File: config.mk
export PLATFORM = sky130hd
export DESIGN_NAME = aps_cmd_fifo
export DESIGN_NICKNAME = d
export VERILOG_FILES = /design/src/sv/aps_pkg.sv /design/src/sv/aps_cmd_fifo.sv
export SDC_FILE = /design/constraint.sdc
export NUM_CORES = 1
export LEC_CHECK = 0
export BUFFER_PORTS_ARGS = -buffer_cell sky130_fd_sc_hd__buf_2
export CORE_MARGIN = 5
export CORE_UTILIZATION = 40
export CTS_CLUSTER_SIZE = 8
export DETAILED_ROUTE_END_ITERATION = 10
export GPL_ROUTABILITY_DRIVEN = 0
export PLACE_DENSITY = 0.72
export SLEW_MARGIN = 10
export SYNTH_ARGS = -nofsm -noshare
export SYNTH_HDL_FRONTEND = slang
export SYNTH_SLANG_ARGS = --single-unit
File: constraint.sdc
create_clock -name clk -period 5.9 [get_ports clk]
set_input_delay 0.885 -clock clk [delete_from_list [all_inputs] [get_ports clk]]
set_output_delay 0.885 -clock clk [all_outputs]
set_load 0.01 [all_outputs]
File: src/sv/aps_pkg.sv
`timescale 1ns / 1ps
// ----------------------------------------------------------------------------
// aps_pkg
// Shared types and constants of the aging packet slot buffer.
// ----------------------------------------------------------------------------
package aps_pkg;

  localparam int SLOT_COUNT       = 4;
  localparam int MAX_PACKET_BYTES = 255;

  localparam int SLOT_W    = (SLOT_COUNT > 1) ? $clog2(SLOT_COUNT) : 1;
  localparam int POS_W     = 8;
  localparam int CNT_W     = POS_W + 1;
  localparam int ADDR_W    = SLOT_W + POS_W;
  localparam int MEM_DEPTH = (1 << ADDR_W);

  localparam int CMD_DEPTH = 2;
  localparam int CMD_PTR_W = $clog2(CMD_DEPTH);

  localparam logic [15:0] TTL_RESET = 16'd10000;
  localparam logic [CNT_W-1:0] MAX_PKT = CNT_W'(MAX_PACKET_BYTES);

  typedef enum logic [1:0] {
    OP_TICK = 2'd0,
    OP_PUSH = 2'd1,
    OP_POP  = 2'd2
  } op_t;

  typedef enum logic [2:0] {
    ST_PLAIN     = 3'd0,
    ST_STORED    = 3'd1,
    ST_DROP_FULL = 3'd2,
    ST_DROP_LONG = 3'd3,
    ST_NO_PACKET = 3'd4
  } status_t;

  typedef struct packed {
    logic              mem_we;
    logic              mem_re;
    logic [ADDR_W-1:0] addr;
    logic [7:0]        wdata;
    logic              last;
    status_t           status;
    logic              any_stored;
  } cmd_t;

endpackage

File: src/sv/aps_cmd_fifo.sv
`timescale 1ns / 1ps
// ----------------------------------------------------------------------------
// aps_cmd_fifo
// Short command queue between the front and back sections.
// ----------------------------------------------------------------------------
module aps_cmd_fifo (
  input  logic          clk,
  input  logic          rst_n,
  input  logic          wr_en,
  input  aps_pkg::cmd_t wr_cmd,
  output logic          full,
  input  logic          rd_en,
  output aps_pkg::cmd_t rd_cmd,
  output logic          empty
);
  import aps_pkg::*;

  cmd_t                 q_r [CMD_DEPTH];
  logic [CMD_PTR_W-1:0] wr_ptr_r, rd_ptr_r;
  logic [CMD_PTR_W:0]   count_r, count_nxt;
  logic                 do_wr, do_rd;

  assign full   = (count_r == (CMD_PTR_W+1)'(CMD_DEPTH));
  assign empty  = (count_r == '0);
  assign do_wr  = wr_en && !full;
  assign do_rd  = rd_en && !empty;
  assign rd_cmd = q_r[rd_ptr_r];

  always_comb begin
    count_nxt = count_r;
    if (do_wr && !do_rd) begin
      count_nxt = count_r + (CMD_PTR_W+1)'(1);
    end else if (do_rd && !do_wr) begin
      count_nxt = count_r - (CMD_PTR_W+1)'(1);
    end
  end

  always_ff @(posedge clk) begin
    if (!rst_n) begin
      wr_ptr_r <= '0;
      rd_ptr_r <= '0;
      count_r  <= '0;
    end else begin
      count_r <= count_nxt;
      if (do_wr) begin
        wr_ptr_r <= (wr_ptr_r == CMD_PTR_W'(CMD_DEPTH - 1)) ? '0 : wr_ptr_r + CMD_PTR_W'(1);
      end
      if (do_rd) begin
        rd_ptr_r <= (rd_ptr_r == CMD_PTR_W'(CMD_DEPTH - 1)) ? '0 : rd_ptr_r + CMD_PTR_W'(1);
      end
    end
  end

  always_ff @(posedge clk) begin
    if (do_wr) begin
      q_r[wr_ptr_r] <= wr_cmd;
    end
  end

endmodule

# Word-level counts from Yosys, hierarchy flattened
# Memories as Yosys holds them, arrays and structs flattened. A register that Yosys moved wholly into a read port is not among the register bits.
# Cells that the tools add are included.
[op_classes] addsub=4 eq_ne=1 muxes=8 reduce_logical=10
[op_table] cell="2-to-1 mux 1 bit" count=6
[op_table] cell="logical AND 1 bit" count=4
[op_table] cell="zero test 1 bit" count=4
[op_table] cell="2-to-1 mux 2 bit" count=2
[op_table] cell="adder 1 bit, second input constant" count=2
[op_table] cell="adder 2 x 1 -> 2 bit, second input constant" count=1
[op_table] cell="equality test 2 bit, second input constant" count=1
[op_table] cell="zero test 2 bit" count=1
[op_table] cell="nonzero test 2 bit" count=1
[op_table] cell="subtractor 2 x 1 -> 2 bit, second input constant" count=1
[totals] register_bits=4 ram_bits=50 inputBits=29 output_inout_bits=27 word_cells=27 memories=1
[mem_list] name="q_r" depth=2 word_bits=25 rd=1 rd_clocked_by_memory_dff=1 wr=1 line_no="aps_cmd_fifo.sv:18" text="cmd_t q_r [CMD_DEPTH];"

# Depth between registers and ports, before layout
[logic_depth] word_depth=7 ltp_mapped=7 mapped_depth_nobuf=7

# Worst setup path after synthesis
# Ideal clock, no wire load.
[synth_path] kind="input to register" from="input port wr_en" to="memory q_r[0][0] (netlist bit), enable pin" setup_time_ps=405 arrival_time_ps=1995 required_time_ps=5495 path_slack_ps=3501 stages=2 n_path_buf=0 path_cell_list="inv_1 -> nor3_2"
[synth_between] elab_chain_cells=3
[synth_lines] element="start: declaration" line_no="aps_cmd_fifo.sv:9" text="input logic wr_en,"
[synth_lines] element="logical AND 1 bit" line_no="aps_cmd_fifo.sv:25" text="assign do_wr = wr_en && !full;"
[synth_lines] element="2-to-1 mux 1 bit" line_no="aps_cmd_fifo.sv:55" text="if (do_wr) begin"
[synth_lines] element="2-to-1 mux 1 bit (not written as such)" line_no="aps_cmd_fifo.sv:56" text="q_r[wr_ptr_r] <= wr_cmd;"
[synth_lines] element="end: declaration" line_no="aps_cmd_fifo.sv:18"
# Every way passes these cells.

==> reports/metrics.yaml <==
cts_buffer_depth: 2
grt_pass1_vias: 1165
netlist_area_mm2: 0.00204
post_drt_wl_per_cell_um: 15.0
cts_max_level: 2
drc: 0
finalCritPeriodShare_pct: 46.9
clkSinkCount: 55
fmax_mhz: 362
place_area_mm2: 0.00239
critPathMaxFanout: 25
layoutNonFillerInstCount: 233
finalCriticalPeriod_ns: 2.76
status: "completed"
r2r-start: "count_r[0]"
n_antenna_cell: 0
crit_arrival_ns: 1.88
start_util_pct: 40.4
placedCellCount: 226
critPathRequiredTime_ns: 5.02
mostFrequentLayoutCells: "55 x buf_2, 50 x edfxtp_1, 25 x mux2_2, 5 x dfxtp_1, 5 x clkbuf_8"
end_kind: "output port"
fp.dieW_um: 81.4
core-area_mm2: 0.00504
drt-total-wl_um: 3490
maxCapViolCount: 0
syn_inst: 103
layout_commonest_cell: "buf_2"
hold_viol_final: 0
finClkSkew_ns: 0.00278
syn2layout_area_growth_pct: 21.4
setup_viol: 0
post-cts-setup-buffers: 0
rsz0062_at_grt: "no"
antenna_found_initial: 1
grt.overflow.total: 0
r2r-end: "count_r[1]"
synth_seq_cells: 55
clock-root-buffer: "clkbuf_8"
maxSlewHeadroom_pct: 30.5
io_pins: 56
worstSetupPathType: "flop to output port"
finish.net_count: 193
power.total_w: 0.000980
path_clk_slew_ns: 0.08
vdd_ir_drop_max_mv: 0.237
power_density_mw_per_mm2: 397
vias_per_cell: 4.54
drive_above_1_share_pct: 55.2
synth_nets: 133
fp-row-count: 26
yosysSeqAreaShare_pct: 78.6
rrSetupSlack_ns: 4.27
dpl.hpwl_um: 2500
setup_tns_ns: 0
final_util_pct: 49.0
hp-class: "flop to flop"
avgSynthCellArea_um2: 19.8
antenna_left: 0
clk_latency_ns: 0.29
dieArea_mm2: 0.00662
max_slew.worst_pin.slew_ns: 1.04
power.leakage_nw: 0.925
first_pass_iters: 4
drt_iter0_drc: 52
rr_worst_depth: 6
track_usage_pct: 11.1
drv_slew: 0
ctsHoldBuffers: 0
ctsResizeCount: 0
cts_tree: "yes"
vias: 1057
cts_buffers: 5
die_h_um: 81.4
grt_pass1_wl_um: 5280
start_kind: "flop"
port_buffers: 55
grt_max_degree: 27
yosysUniqueCellTypes: 21
cp-endpoint: "rd_cmd[2]"
yosys_warnings: 0
final_cell_area_mm2: 0.00247
## state kept, by name, indices dropped and copies added (netlist names), named ones only
register,count
q_r,50
wr_ptr_r,1
rd_ptr_r,1
count_r,2
## how the worst min path moves through the flow
stage	from	endpoint	slack, ns	depth (start not counted)
3_3_place_gp	count_r[1]	count_r[1]	0.49	2
4_1_cts	count_r[1]	count_r[1]	0.54	2
2_1_floorplan	count_r[1]	count_r[1]	0.48	2
5_1_grt	count_r[1]	count_r[1]	0.60	2
6_report	count_r[1]	count_r[1]	0.54	2
3_5_place_dp	count_r[1]	count_r[1]	0.53	2
## critical path, cell delays in order (launching register included)
cell and delay (ns):
dfxtp_1 1.01, mux2_2 0.42, buf_2 0.14
## Yosys cell counts
cell type / instances / area share (%)
or3_1: 1 / 0.31
o21ai_1: 1 / 0.25
mux2_2: 25 / 14
a21boi_0: 1 / 0.37
xnor2_1: 2 / 0.86
buf_4: 2 / 0.74
nor2_1: 2 / 0.37
nand2b_1: 1 / 0.31
and2_1: 3 / 0.92
buf_2: 1 / 0.25
inv_2: 1 / 0.18
o21a_1: 1 / 0.37
edfxtp_1: 50 / 74
dfxtp_1: 5 / 4.9
and3_1: 1 / 0.31
nor3_2: 1 / 0.49
o21ai_0: 1 / 0.25
xor2_1: 1 / 0.43
inv_1: 1 / 0.18
a21boi_1: 1 / 0.37
ha_1: 1 / 0.61
## cells by family (layout without fill, tap and decap cells)
kind of cell	count (synthesis)	after routing	share of synthesized area (%)
AO/OA/AOI/OAI	5	5	1.60
AND/OR/NAND/NOR	9	9	2.70
flip-flops	55	55	78.6
buffers and inverters	5	65	1.35
XOR/XNOR	3	3	1.29
multiplexers	25	25	13.8
adder cells (fa/ha/maj)	1	1	0.614
## stage by stage
step / hold WS, ns / setup WS (ns)
global placement: 0.493 / 3.44
CTS: 0.545 / 3.05
global route: 0.598 / 2.96
finish: 0.540 / 3.14
floorplan: 0.483 / 3.50
detailed placement: 0.532 / 3.39
## final cells by class
type	count	area (um^2)
Timing Repair Buffer	56	283
Inverter	2	7.51
Fill cell	453	2570
Multi-Input combinational cell	43	415
Tap cell	70	87.6
Sequential cell	55	1600
Clock buffer	5	68.8
Clock inverter	2	8.76
## metal layers
layer	global-route usage [%]	wire, um	part of all wire, %	vias up
met3	5.99	259	7.4	6
met1	10.4	1250	36	509
li1	-	-	-	509
met4	4.05	29	0.83	2
met5	0	13	0.37	-
met2	20.0	1930	55	31
## power breakdown
part | internal [W] | switching (W)
clock network | 0.0000792 | 0.000106
logic | 0.000136 | 0.000127
registers | 0.000491 | 0.0000413
total | 0.000706 | 0.000274
No activity file was read; power rests on OpenSTA's default activity.
