### src/sv/aps_pkg.sv
`timescale 1ns / 1ps
// ----------------------------------------------------------------------------
// aps_pkg
// Shared types and constants of the aging packet slot buffer.
// ----------------------------------------------------------------------------
package aps_pkg;

  localparam int SLOT_COUNT       = 4;
  localparam int MAX_PACKET_BYTES = 255;

  localparam int SLOT_W    = (SLOT_COUNT > 1) ? $clog2(SLOT_COUNT) : 1;
  localparam int POS_W     = 8;
  localparam int CNT_W     = POS_W + 1;
  localparam int ADDR_W    = SLOT_W + POS_W;
  localparam int MEM_DEPTH = (1 << ADDR_W);

  localparam int CMD_DEPTH = 2;
  localparam int CMD_PTR_W = $clog2(CMD_DEPTH);

  localparam logic [15:0] TTL_RESET = 16'd10000;
  localparam logic [CNT_W-1:0] MAX_PKT = CNT_W'(MAX_PACKET_BYTES);

  typedef enum logic [1:0] {
    OP_TICK = 2'd0,
    OP_PUSH = 2'd1,
    OP_POP  = 2'd2
  } op_t;

  typedef enum logic [2:0] {
    ST_PLAIN     = 3'd0,
    ST_STORED    = 3'd1,
    ST_DROP_FULL = 3'd2,
    ST_DROP_LONG = 3'd3,
    ST_NO_PACKET = 3'd4
  } status_t;

  typedef struct packed {
    logic              mem_we;
    logic              mem_re;
    logic [ADDR_W-1:0] addr;
    logic [7:0]        wdata;
    logic              last;
    status_t           status;
    logic              any_stored;
  } cmd_t;

endpackage

### src/sv/aps_front.sv
`timescale 1ns / 1ps
// ----------------------------------------------------------------------------
// aps_front
// Time counter, slot table, expiry and push/pop sequencing. Emits one
// memory/result command per accepted transaction.
// ----------------------------------------------------------------------------
module aps_front (
  input  logic              clk,
  input  logic              rst_n,
  input  logic              accept,
  input  logic [1:0]        in_op,
  input  logic [7:0]        in_data_byte,
  input  logic              in_push_last,
  input  logic [7:0]        in_request_len,
  input  logic              cfg_we,
  input  logic [15:0]       cfg_ttl_ticks,
  output aps_pkg::cmd_t     cmd
);
  import aps_pkg::*;

  logic [15:0]           ttl_r;
  logic [31:0]           time_r, time_nxt;
  logic [SLOT_COUNT-1:0] used_r, used_nxt, used_e, expire;
  logic [31:0]           stamp_r [SLOT_COUNT];
  logic [7:0]            length_r [SLOT_COUNT];
  logic [7:0]            length_nxt [SLOT_COUNT];

  logic              push_busy_r, push_busy_nxt;
  logic              push_full_r, push_full_nxt;
  logic [SLOT_W-1:0] push_slot_r, push_slot_nxt;
  logic [CNT_W-1:0]  push_cnt_r, push_cnt_nxt;

  logic              pop_busy_r, pop_busy_nxt;
  logic [SLOT_W-1:0] pop_slot_r, pop_slot_nxt;
  logic [POS_W-1:0]  pop_pos_r, pop_pos_nxt;
  logic [POS_W-1:0]  pop_len_r, pop_len_nxt;

  logic              free_found, used_found;
  logic [SLOT_W-1:0] free_idx, used_idx;
  logic              stamp_we;
  logic [SLOT_W-1:0] stamp_idx;

  assign time_nxt = (in_op == OP_TICK) ? time_r + 32'd1 : time_r;

  always_comb begin
    for (int s = 0; s < SLOT_COUNT; s++) begin
      expire[s] = used_r[s] && !(pop_busy_r && pop_slot_r == SLOT_W'(s)) &&
                  ((time_nxt - stamp_r[s]) > {16'd0, ttl_r});
    end
    used_e = used_r & ~expire;
  end

  always_comb begin
    free_found = 1'b0;
    free_idx   = '0;
    used_found = 1'b0;
    used_idx   = '0;
    for (int s = SLOT_COUNT - 1; s >= 0; s--) begin
      if (!used_e[s]) begin
        free_found = 1'b1;
        free_idx   = SLOT_W'(s);
      end
      if (used_e[s]) begin
        used_found = 1'b1;
        used_idx   = SLOT_W'(s);
      end
    end
  end

  always_comb begin
    logic              cur_full;
    logic [SLOT_W-1:0] cur_slot;
    logic [CNT_W-1:0]  cur_cnt, cnt2;
    logic [POS_W-1:0]  slen, plen;
    logic [POS_W:0]    pos1;

    used_nxt      = used_e;
    for (int s = 0; s < SLOT_COUNT; s++) begin
      length_nxt[s] = expire[s] ? 8'd0 : length_r[s];
    end
    push_busy_nxt = push_busy_r;
    push_full_nxt = push_full_r;
    push_slot_nxt = push_slot_r;
    push_cnt_nxt  = push_cnt_r;
    pop_busy_nxt  = pop_busy_r;
    pop_slot_nxt  = pop_slot_r;
    pop_pos_nxt   = pop_pos_r;
    pop_len_nxt   = pop_len_r;
    stamp_we      = 1'b0;
    stamp_idx     = free_idx;
    cur_full      = push_full_r;
    cur_slot      = push_slot_r;
    cur_cnt       = push_cnt_r;
    cnt2          = push_cnt_r;
    slen          = length_r[used_idx];
    plen          = pop_len_r;
    pos1          = {1'b0, pop_pos_r} + 9'd1;
    cmd           = '0;
    cmd.status    = ST_PLAIN;

    case (in_op)
      OP_PUSH: begin
        if (!push_busy_r) begin
          cur_full = !free_found;
          cur_slot = free_found ? free_idx : '0;
          cur_cnt  = '0;
          stamp_we = free_found;
        end
        cmd.mem_we = !cur_full && (cur_cnt < MAX_PKT);
        cmd.addr   = {cur_slot, cur_cnt[POS_W-1:0]};
        cmd.wdata  = in_data_byte;
        cnt2       = (cur_cnt <= MAX_PKT) ? cur_cnt + CNT_W'(1) : cur_cnt;
        if (in_push_last) begin
          if (cnt2 > MAX_PKT) begin
            cmd.status = ST_DROP_LONG;
          end else if (cur_full) begin
            cmd.status = ST_DROP_FULL;
          end else begin
            cmd.status           = ST_STORED;
            used_nxt[cur_slot]   = 1'b1;
            length_nxt[cur_slot] = cnt2[POS_W-1:0];
          end
          push_busy_nxt = 1'b0;
          push_full_nxt = 1'b0;
          push_cnt_nxt  = '0;
        end else begin
          push_busy_nxt = 1'b1;
          push_full_nxt = cur_full;
          push_slot_nxt = cur_slot;
          push_cnt_nxt  = cnt2;
        end
      end
      OP_POP: begin
        if (!pop_busy_r) begin
          if (!used_found) begin
            cmd.status = ST_NO_PACKET;
          end else begin
            plen = (in_request_len == 8'd0 || slen < in_request_len) ?
                   slen : in_request_len;
            pop_busy_nxt = 1'b1;
            pop_slot_nxt = used_idx;
            pop_pos_nxt  = '0;
            pop_len_nxt  = plen;
            pos1         = 9'd1;
          end
        end
        if (pop_busy_nxt) begin
          cmd.mem_re = 1'b1;
          cmd.addr   = {pop_slot_nxt, pop_pos_nxt};
          if (pos1 >= {1'b0, plen}) begin
            cmd.last                 = 1'b1;
            used_nxt[pop_slot_nxt]   = 1'b0;
            length_nxt[pop_slot_nxt] = 8'd0;
            pop_busy_nxt             = 1'b0;
            pop_pos_nxt              = '0;
            pop_len_nxt              = '0;
          end else begin
            pop_pos_nxt = pos1[POS_W-1:0];
          end
        end
      end
      default: begin
      end
    endcase

    cmd.any_stored = |used_nxt;
  end

  always_ff @(posedge clk) begin
    if (!rst_n) begin
      ttl_r       <= TTL_RESET;
      time_r      <= '0;
      used_r      <= '0;
      push_busy_r <= 1'b0;
      push_full_r <= 1'b0;
      push_slot_r <= '0;
      push_cnt_r  <= '0;
      pop_busy_r  <= 1'b0;
      pop_slot_r  <= '0;
      pop_pos_r   <= '0;
      pop_len_r   <= '0;
      for (int s = 0; s < SLOT_COUNT; s++) begin
        length_r[s] <= 8'd0;
      end
    end else begin
      if (cfg_we) begin
        ttl_r <= cfg_ttl_ticks;
      end
      if (accept) begin
        time_r      <= time_nxt;
        used_r      <= used_nxt;
        push_busy_r <= push_busy_nxt;
        push_full_r <= push_full_nxt;
        push_slot_r <= push_slot_nxt;
        push_cnt_r  <= push_cnt_nxt;
        pop_busy_r  <= pop_busy_nxt;
        pop_slot_r  <= pop_slot_nxt;
        pop_pos_r   <= pop_pos_nxt;
        pop_len_r   <= pop_len_nxt;
        for (int s = 0; s < SLOT_COUNT; s++) begin
          length_r[s] <= length_nxt[s];
        end
      end
    end
  end

  always_ff @(posedge clk) begin
    if (accept && stamp_we) begin
      stamp_r[stamp_idx] <= time_nxt;
    end
  end

endmodule

### config.mk
export PLATFORM = sky130hd
export DESIGN_NAME = aps_front
export DESIGN_NICKNAME = d
export VERILOG_FILES = /design/src/sv/aps_pkg.sv /design/src/sv/aps_front.sv
export SDC_FILE = /design/constraint.sdc
export NUM_CORES = 1
export LEC_CHECK = 0
export ABC_AREA = 1
export BUFFER_PORTS_ARGS = -buffer_cell sky130_fd_sc_hd__buf_2
export CAP_MARGIN = 5
export CELL_PAD_IN_SITES_DETAIL_PLACEMENT = 0
export CELL_PAD_IN_SITES_GLOBAL_PLACEMENT = 1
export CORE_UTILIZATION = 50
export DETAILED_ROUTE_END_ITERATION = 10
export PLACE_DENSITY = 0.86
export SLEW_MARGIN = 20
export SYNTH_ARGS = -nofsm -noshare
export SYNTH_HDL_FRONTEND = slang
export SYNTH_SLANG_ARGS = --single-unit
export TNS_END_PERCENT = 5
### constraint.sdc
create_clock -name clk -period 20.1 [get_ports clk]
set_clock_uncertainty 0.1 [all_clocks]
set_input_delay 3.015 -clock clk [delete_from_list [all_inputs] [get_ports clk]]
set_output_delay 3.015 -clock clk [all_outputs]
set_load 0.005 [all_outputs]
# Word-level counts from Yosys, hierarchy flattened
# Memories as Yosys holds them, arrays and structs flattened.
# Index checks and enable logic that the tools add are counted.
[classes]
addsub = 7
n_lt_le_gt_ge = 17
eq_ne = 5
muxes = 100
bitwise = 14
n_reduce_logical = 32
[op_table]
columns = ["operator", "count"]
rows = [
  ["32-bit two-way mux", 6],
  ["8-bit two-way mux", 21],
  ["32-bit by 16-bit greater-than comparator with 1-bit output", 4],
  ["32-bit subtractor", 4],
  ["32-bit case mux with 2 select lines", 1],
  ["9-bit two-way mux", 7],
  ["2-bit two-way mux", 17],
  ["32-bit by 1-bit adder with 32-bit output, second input constant", 1],
  ["32-bit AND", 1],
  ["32-bit bitwise mux", 1],
  ["8-bit demux with 2-bit select", 2],
  ["1-bit two-way mux", 32],
  ["32-bit inverter", 1],
  ["4-bit two-way mux", 5],
  ["10-bit case mux with 2 select lines", 1],
  ["1-bit logical AND", 18],
  ["11-bit two-way mux", 1],
  ["8-bit by 1-bit adder with 9-bit output, second input constant", 1],
  ["9-bit by 1-bit adder with 9-bit output, second input constant", 1],
  ["9-bit by 8-bit >= comparator with 1-bit output", 1],
  ["9-bit by 8-bit greater-than comparator with 1-bit output, second input constant", 1],
  ["9-bit by 8-bit <= comparator with 1-bit output, second input constant", 1],
  ["9-bit by 8-bit less-than comparator with 1-bit output, second input constant", 1],
  ["4-bit AND", 2],
  ["other kinds (23)", 44],
]
[totals]
regBits = 84
mem_bits_rw = 160
inputBits = 39
output_inout_bits = 25
wordCells = 188
n_memories = 2
[memory_table]
columns = ["memory", "depth", "word_bits", "read_ports", "rd_clocked_by_memory_dff", "write_ports", "line", "text"]
rows = [
  ["stamp_r", 4, 32, 4, 0, 1, "aps_front.sv:24", "logic [31:0] stamp_r [SLOT_COUNT];"],
  ["length_r", 4, 8, 5, 0, 4, "aps_front.sv:25", "logic [7:0] length_r [SLOT_COUNT];"],
]

# Longest topological paths before layout
# Gate-level depths: netlist of the first run.
[depth]
word_depth = 25
mapped_depth = 70

# Least setup slack after synthesis of the first run
# No wires, ideal clock.
[synth_path]
path_type = "input -> output"
from = "input in_op[0]"
to = "output cmd[0] (netlist bit)"
t_arrival_ps = 10901
required_time_ps = 16985
path_slack_ps = 6084
cell_stages = 64
path_buffers = 2
cell_sequence = "inv_1 > ha_1 > clkbuf_1 > nand2_1 > nor2_1 > nand2_1 > nor3_1 > nand2_1 > nor2_1 > xor2_1 > ha_1 > nand2_1 > inv_1 > nand2_1 > nand2_1 > inv_1 > nand2_1 > a31o_2 > (+28 left out) > nand3_1 > nand2_1 > inv_1 > ha_1 > a21boi_0 > o21a_1 > o21a_1 > o21a_1 > o21a_1 > o21ai_0 > nand2_1 > a21oi_1 > nand2_2 > nand3_1 > nand2_1 > nand2_1 > o22ai_1 > nand4_1"
[synth_rtl]
columns = ["item", "line", "text"]
rows = [
  ["start: declaration", "aps_front.sv:11", "input logic [1:0] in_op,"],
  ["end: declaration", "aps_front.sv:17", "output aps_pkg::cmd_t cmd"],
]

==> results of run 1 <==
-- metal layers --
metal  vias to the layer above  track usage
met2                       739        0.538
met1                     10100        0.437
met5                         -            0
li1                      10900            -
met4                         0        0.127
met3                       130       0.0300
-- cells by family (layout without fill, tap and decap cells) --
logic type | count (synthesis) | in the layout | synth area share
AOI/OAI and AO/OA | 486 | 486 | 0.123
xor gates and xnor gates | 94 | 94 | 0.0372
adders and majority gates | 213 | 213 | 0.122
buffers and inverters | 683 | 789 | 0.117
DFF | 244 | 244 | 0.293
and+or+nand+nor | 1622 | 1622 | 0.308
-- layout by cell type, fill, tap and decap left out, types with 6 or more instances in the layout --
cell       instances
a21oi_1          235
clkbuf_16         32
o21ai_1            6
nand2_1          993
nand2_4            9
or2_2              8
nand4_1           38
and2_1             9
buf_4             24
nor3_1            46
nand3b_1          18
a31oi_1           15
o211ai_1           9
ha_1             209
o21ai_0          131
xnor2_1            8
nor2_1           286
o21bai_1          12
nand2_2            8
nand3_1          171
a21o_1             6
inv_2             12
buf_2             63
bufinv_16          8
xor2_1            84
clkinv_1           6
o22ai_1           25
o21a_1            15
nor2_4             9
dfxtp_1           84
inv_1            628
edfxtp_1         160
nor4_1             8
-- flip-flops by register name, summed over array words and instances, names as in the netlist, named ones only --
| signal | flops |
|---|---|
| pop_pos_r | 1 |
| push_busy_r | 1 |
| pop_slot_r | 2 |
| push_slot_r | 2 |
| time_r | 32 |
| push_cnt_r | 9 |
| used_r | 4 |
| stamp_r | 128 |
| pop_busy_r | 1 |
| length_r | 32 |
| ttl_r | 16 |
| pop_len_r | 8 |
| push_full_r | 1 |
-- cell type report --
type / count / area (um^2)
fillers: 4419 / 19000
multi-input cells: 2415 / 13100
flip-flops and latches: 244 / 6490
inverters: 645 / 2430
clock buffers: 38 / 853
well taps: 585 / 732
repair buffers: 87 / 495
clock inverters: 19 / 312
-- power breakdown --
group	switching [mW]	internal [mW]	total [mW]
combinational	0.0786	0.0357	0.114
sequential	0.00527	0.540	0.545
clock	0.244	0.403	0.647
-- stage by stage --
step,setup slack [ns],util
floorplan,6.08,-
global placement,3.61,0.535
detailed placement,3.74,0.535
CTS,3.69,0.562
global route,2.63,0.562
finish,3.52,0.562
-- critical path: cells and delay by family --
kind	cells	cell delay [ns]
buffers and inverters	6	0.67
AO/OA/AOI/OAI	15	2.81
XOR/XNOR	2	0.75
adder cells (fa/ha/maj)	5	1.68
AND/OR/NAND/NOR	31	4.48
-- final timing paths --
check / from / endpoint / slack, ns / depth (start not counted)
setup reg to reg: time_r[0]$_SDFFE_PN0P_ / length_r[3][7]$_SDFFCE_PN0P_ / 9.70 / 63
hold / removal: pop_len_r[5]$_SDFFE_PN0P_ / pop_len_r[5]$_SDFFE_PN0P_ / 0.36 / 2
setup / recovery: in_op[0] / cmd[0] / 3.52 / 59
hold reg to reg: pop_len_r[5]$_SDFFE_PN0P_ / pop_len_r[5]$_SDFFE_PN0P_ / 0.36 / 2
==> flow_summary.ini, run 1 <==
[route]
drt-met1-wl_mm = 33.0
dr_wl_met3_mm = 4.63
drt_iter0_drc = 1594
drtPass1Iterations = 6
routed_wl_mm = 73.7
vias_per_cell = 5.42
wl_per_cell_um = 18.3
top_layer = met4
ant_nets = 0
vias = 21900
wl_met2_mm = 33.0
drc_errors = 0

[layout]
instances_no_fill = 4033
drive_gt1_frac = 0.0621
antenna_cells = 0
design_area_um2 = 24400
nets = 3676
syn_to_final_growth_pct = 10.3

[clocking]
cts_tree = yes
clkLatencyLatePin_ns = 0.59
clk_path_buf_depth = 3
postCtsSetupRepairBufs = 0
cts-root-buf = clkbuf_16
clkSinkCount = 244
post_cts_resized = 0
htreeDepth = 1
cts_hold_buffers = 0
cts_buffers = 31
clk_pin_slew_ns = 0.07

[synth]
synth_edf_count = 160
ys_top_cells_by_count = 993 x nand2_1, 628 x inv_1, 288 x nor2_1, 235 x a21oi_1, 209 x ha_1
avgSynthCellArea_um2 = 6.62
yosys-top-cells-area = edfxtp_1 22%, nand2_1 17%, ha_1 12%, inv_1 11%, dfxtp_1 7.6%
yosysMostFrequentCell = nand2_1
yosysSeqAreaShare = 0.293
synth_top_area_cell = edfxtp_1
synth_top_area_frac = 0.217
ys.warnings.count = 0
yosysUniqueCellTypes = 57
synth_area_um2 = 22100
synthCells = 3342
ys_ff_latch = 244
synthFlopType = edfxtp_1
syn_nets = 3594
ys_async_sr_fraction = 0

[place]
placed_cells = 3976
io_buffers = 63
postPlaceCellArea_um2 = 23200
place.gp.congestion = 0.948
hpwlAfterDp_mm = 57.9

[critical_path]
path_class = input pin to output pin
crit_fanout = 18
endpoint_kind = output pin
cp-start-kind = input pin
cp_common_cell = nand2_1
cp.arrival_ns = 13.46
critPathMaxStageDelay_ns = 0.63
cp_slowest_cell = xor2_2
required_ns = 16.99

[sta]
whs_ns = 0.365
setup_viol = 0
finalCritPeriodShare = 0.825
drv_slew = 0
grt_setup_unrepaired = false
fmaxAchievable_ghz = 0.0603
fin_crit_ns = 16.58
slew_headroom = 0.282
worstMarginPinSlew_ns = 1.07
fin_tns_setup_ns = 0
hold_violations = 0

[floorplan]
start_util = 0.510
ios = 64
design.core.area_um2 = 43400
die_area_um2 = 45100
die_x_um = 212
fp-row-count = 76
die_h_um = 212

[grt]
gr-total-overflow = 0
grt_pass1_vias = 20400
grt_antenna_before_repair = 1
grt_pass1_wl_mm = 112
grt_max_degree = 60
track_usage = 0.325

[power_and_ir_drop]
peakVddDrop_mv = 0.0753
p_per_area_nw_per_um2 = 53.6
power.total_mw = 1.31
power_leakage_nw = 12.6

[flow_run]
cap_viol_max_count = 0

[hold_path]
hold_path.class = flip-flop to flip-flop

[outcome]
status = completed
(Power assumes the default switching activity.)
==> run 2, diff against run 1 <==
--- a/config.mk
+++ b/config.mk
@@ -10,9 +10,9 @@
 export CAP_MARGIN = 5
 export CELL_PAD_IN_SITES_DETAIL_PLACEMENT = 0
 export CELL_PAD_IN_SITES_GLOBAL_PLACEMENT = 1
-export CORE_UTILIZATION = 50
+export CORE_UTILIZATION = 47
 export DETAILED_ROUTE_END_ITERATION = 10
-export PLACE_DENSITY = 0.86
+export PLACE_DENSITY = 0.82
 export SLEW_MARGIN = 20
 export SYNTH_ARGS = -nofsm -noshare
 export SYNTH_HDL_FRONTEND = slang
==> constraint.sdc (replaced) <==
create_clock -name clk -period 16.3 [get_ports clk]
set_clock_uncertainty 0.1 [all_clocks]
set_input_delay 2.445 -clock clk [delete_from_list [all_inputs] [get_ports clk]]
set_output_delay 2.445 -clock clk [all_outputs]
set_load 0.005 [all_outputs]
==> flow_summary.ini, run 2 (same netlist as run 1, synthesis figures left out) <==
[critical_path]
required_ns = 13.76
path_class = input pin to output pin
cp_slowest_cell = ha_1
cp.arrival_ns = 12.71
cp_common_cell = nand2_1
critPathMaxStageDelay_ns = 0.40
cp-start-kind = input pin
crit_fanout = 18
endpoint_kind = output pin

[floorplan]
design.core.area_um2 = 46500
ios = 64
start_util = 0.476
die_area_um2 = 47900
die_h_um = 219
die_x_um = 219
fp-row-count = 79

[hold_path]
hold_path.class = flip-flop to flip-flop

[route]
drc_errors = 0
drtPass1Iterations = 5
routed_wl_mm = 77.3
wl_per_cell_um = 19.0
vias = 21900
vias_per_cell = 5.38
drt_iter0_drc = 1793
ant_nets = 0

[outcome]
status = completed

[sta]
grt_setup_unrepaired = false
worstMarginPinSlew_ns = 1.11
fmaxAchievable_ghz = 0.0655
slew_headroom = 0.249
finalCritPeriodShare = 0.936
fin_tns_setup_ns = 0
hold_violations = 0
drv_slew = 0
fin_crit_ns = 15.26
setup_viol = 0

[place]
hpwlAfterDp_mm = 61.7
place.gp.congestion = 1.00
io_buffers = 63
postPlaceCellArea_um2 = 23300

[grt]
grt_pass1_wl_mm = 117
grt_pass1_vias = 20600
grt_antenna_before_repair = 0
gr-total-overflow = 0
grt_max_degree = 54
track_usage = 0.321

[layout]
largestRegisters = stamp_r x128, length_r x32, time_r x32
multi_input_area_um2 = 13100
top_register = stamp_r
largest_reg_flops = 128
nets = 3690
design_area_um2 = 24500
drive_gt1_frac = 0.0658
final_common_cell = nand2_1
post-route-util = 0.527
syn_to_final_growth_pct = 10.7
n_fill_cell = 4763
register_area_um2 = 6490
final_cell_mix = 993 x nand2_1, 626 x inv_1, 286 x nor2_1, 235 x a21oi_1, 209 x ha_1

[power_and_ir_drop]
power_leakage_nw = 12.6
power.total_mw = 1.57
peakVddDrop_mv = 0.0644
p_per_area_nw_per_um2 = 63.9

[clocking]
cts_buffers = 34
cts_tree = yes
cts-root-buf = clkbuf_16
clkLatencyLatePin_ns = 0.55
clk_pin_slew_ns = 0.05
clk_path_buf_depth = 3
htreeDepth = 2
clkSinkCount = 244

[flow_run]
cap_viol_max_count = 0
[run 2: layer usage]
layer  track usage  wire length (um)
met5             0                 0
met2         0.517             34300
met1         0.436             35400
met4         0.119              2890
met3        0.0420              4660
[run 2: final cells by class]
class                   count  share of cell area
clock buffers              42              0.0373
repair buffers             98              0.0252
inverters                 645              0.0993
flip-flops and latches    244               0.265
well taps                 607              0.0310
multi-input cells        2415               0.535
clock inverters            19             0.00726
diodes                      1            0.000102
[run 2: power by group]
group | total [mW] | leakage [nW] | switching (mW) | internal, mW
clock | 0.751 | 0.538 | 0.305 | 0.446
sequential | 0.672 | 2.28 | 0.00578 | 0.666
combinational | 0.143 | 9.81 | 0.0990 | 0.0442
[run 2: worst paths after layout]
kind / startpoint / end / slack [ns] / cells after the start
worst min register to register: push_cnt_r[6]$_SDFFE_PN0P_ / push_cnt_r[6]$_SDFFE_PN0P_ / 0.36 / 2
worst max-delay path: in_op[0] / cmd[0] / 1.04 / 66
worst max register to register: time_r[0]$_SDFFE_PN0P_ / length_r[3][7]$_SDFFCE_PN0P_ / 5.83 / 63
worst min-delay path: push_cnt_r[6]$_SDFFE_PN0P_ / push_cnt_r[6]$_SDFFE_PN0P_ / 0.36 / 2
[run 2: timing repair]
item | 4_1_cts | 5_1_grt
buffers inserted | 0 | 3
hold endpoints to repair | 0 | 0
endpoints found under the setup margin | 0 | 1
resized for setup | 0 | 4
hold buffers | 0 | 0
[run 2: critical path, delay by kind of cell]
family	cells	cell delay (ns)
adder cells (fa/ha/maj)	4	1.27
AO/OA/AOI/OAI	11	1.88
buffers and inverters	12	1.62
AND/OR/NAND/NOR	38	5.16
XOR/XNOR	1	0.30
[run 2: metrics by stage]
step,cells,hold WS [ns],worst slack [ns]
floorplan,3342,0.345,3.42
global placement,4004,0.352,1.12
detailed placement,4004,0.355,0.950
CTS,4065,0.365,0.911
global route,4070,0.382,0.0325
finish,4071,0.364,1.04
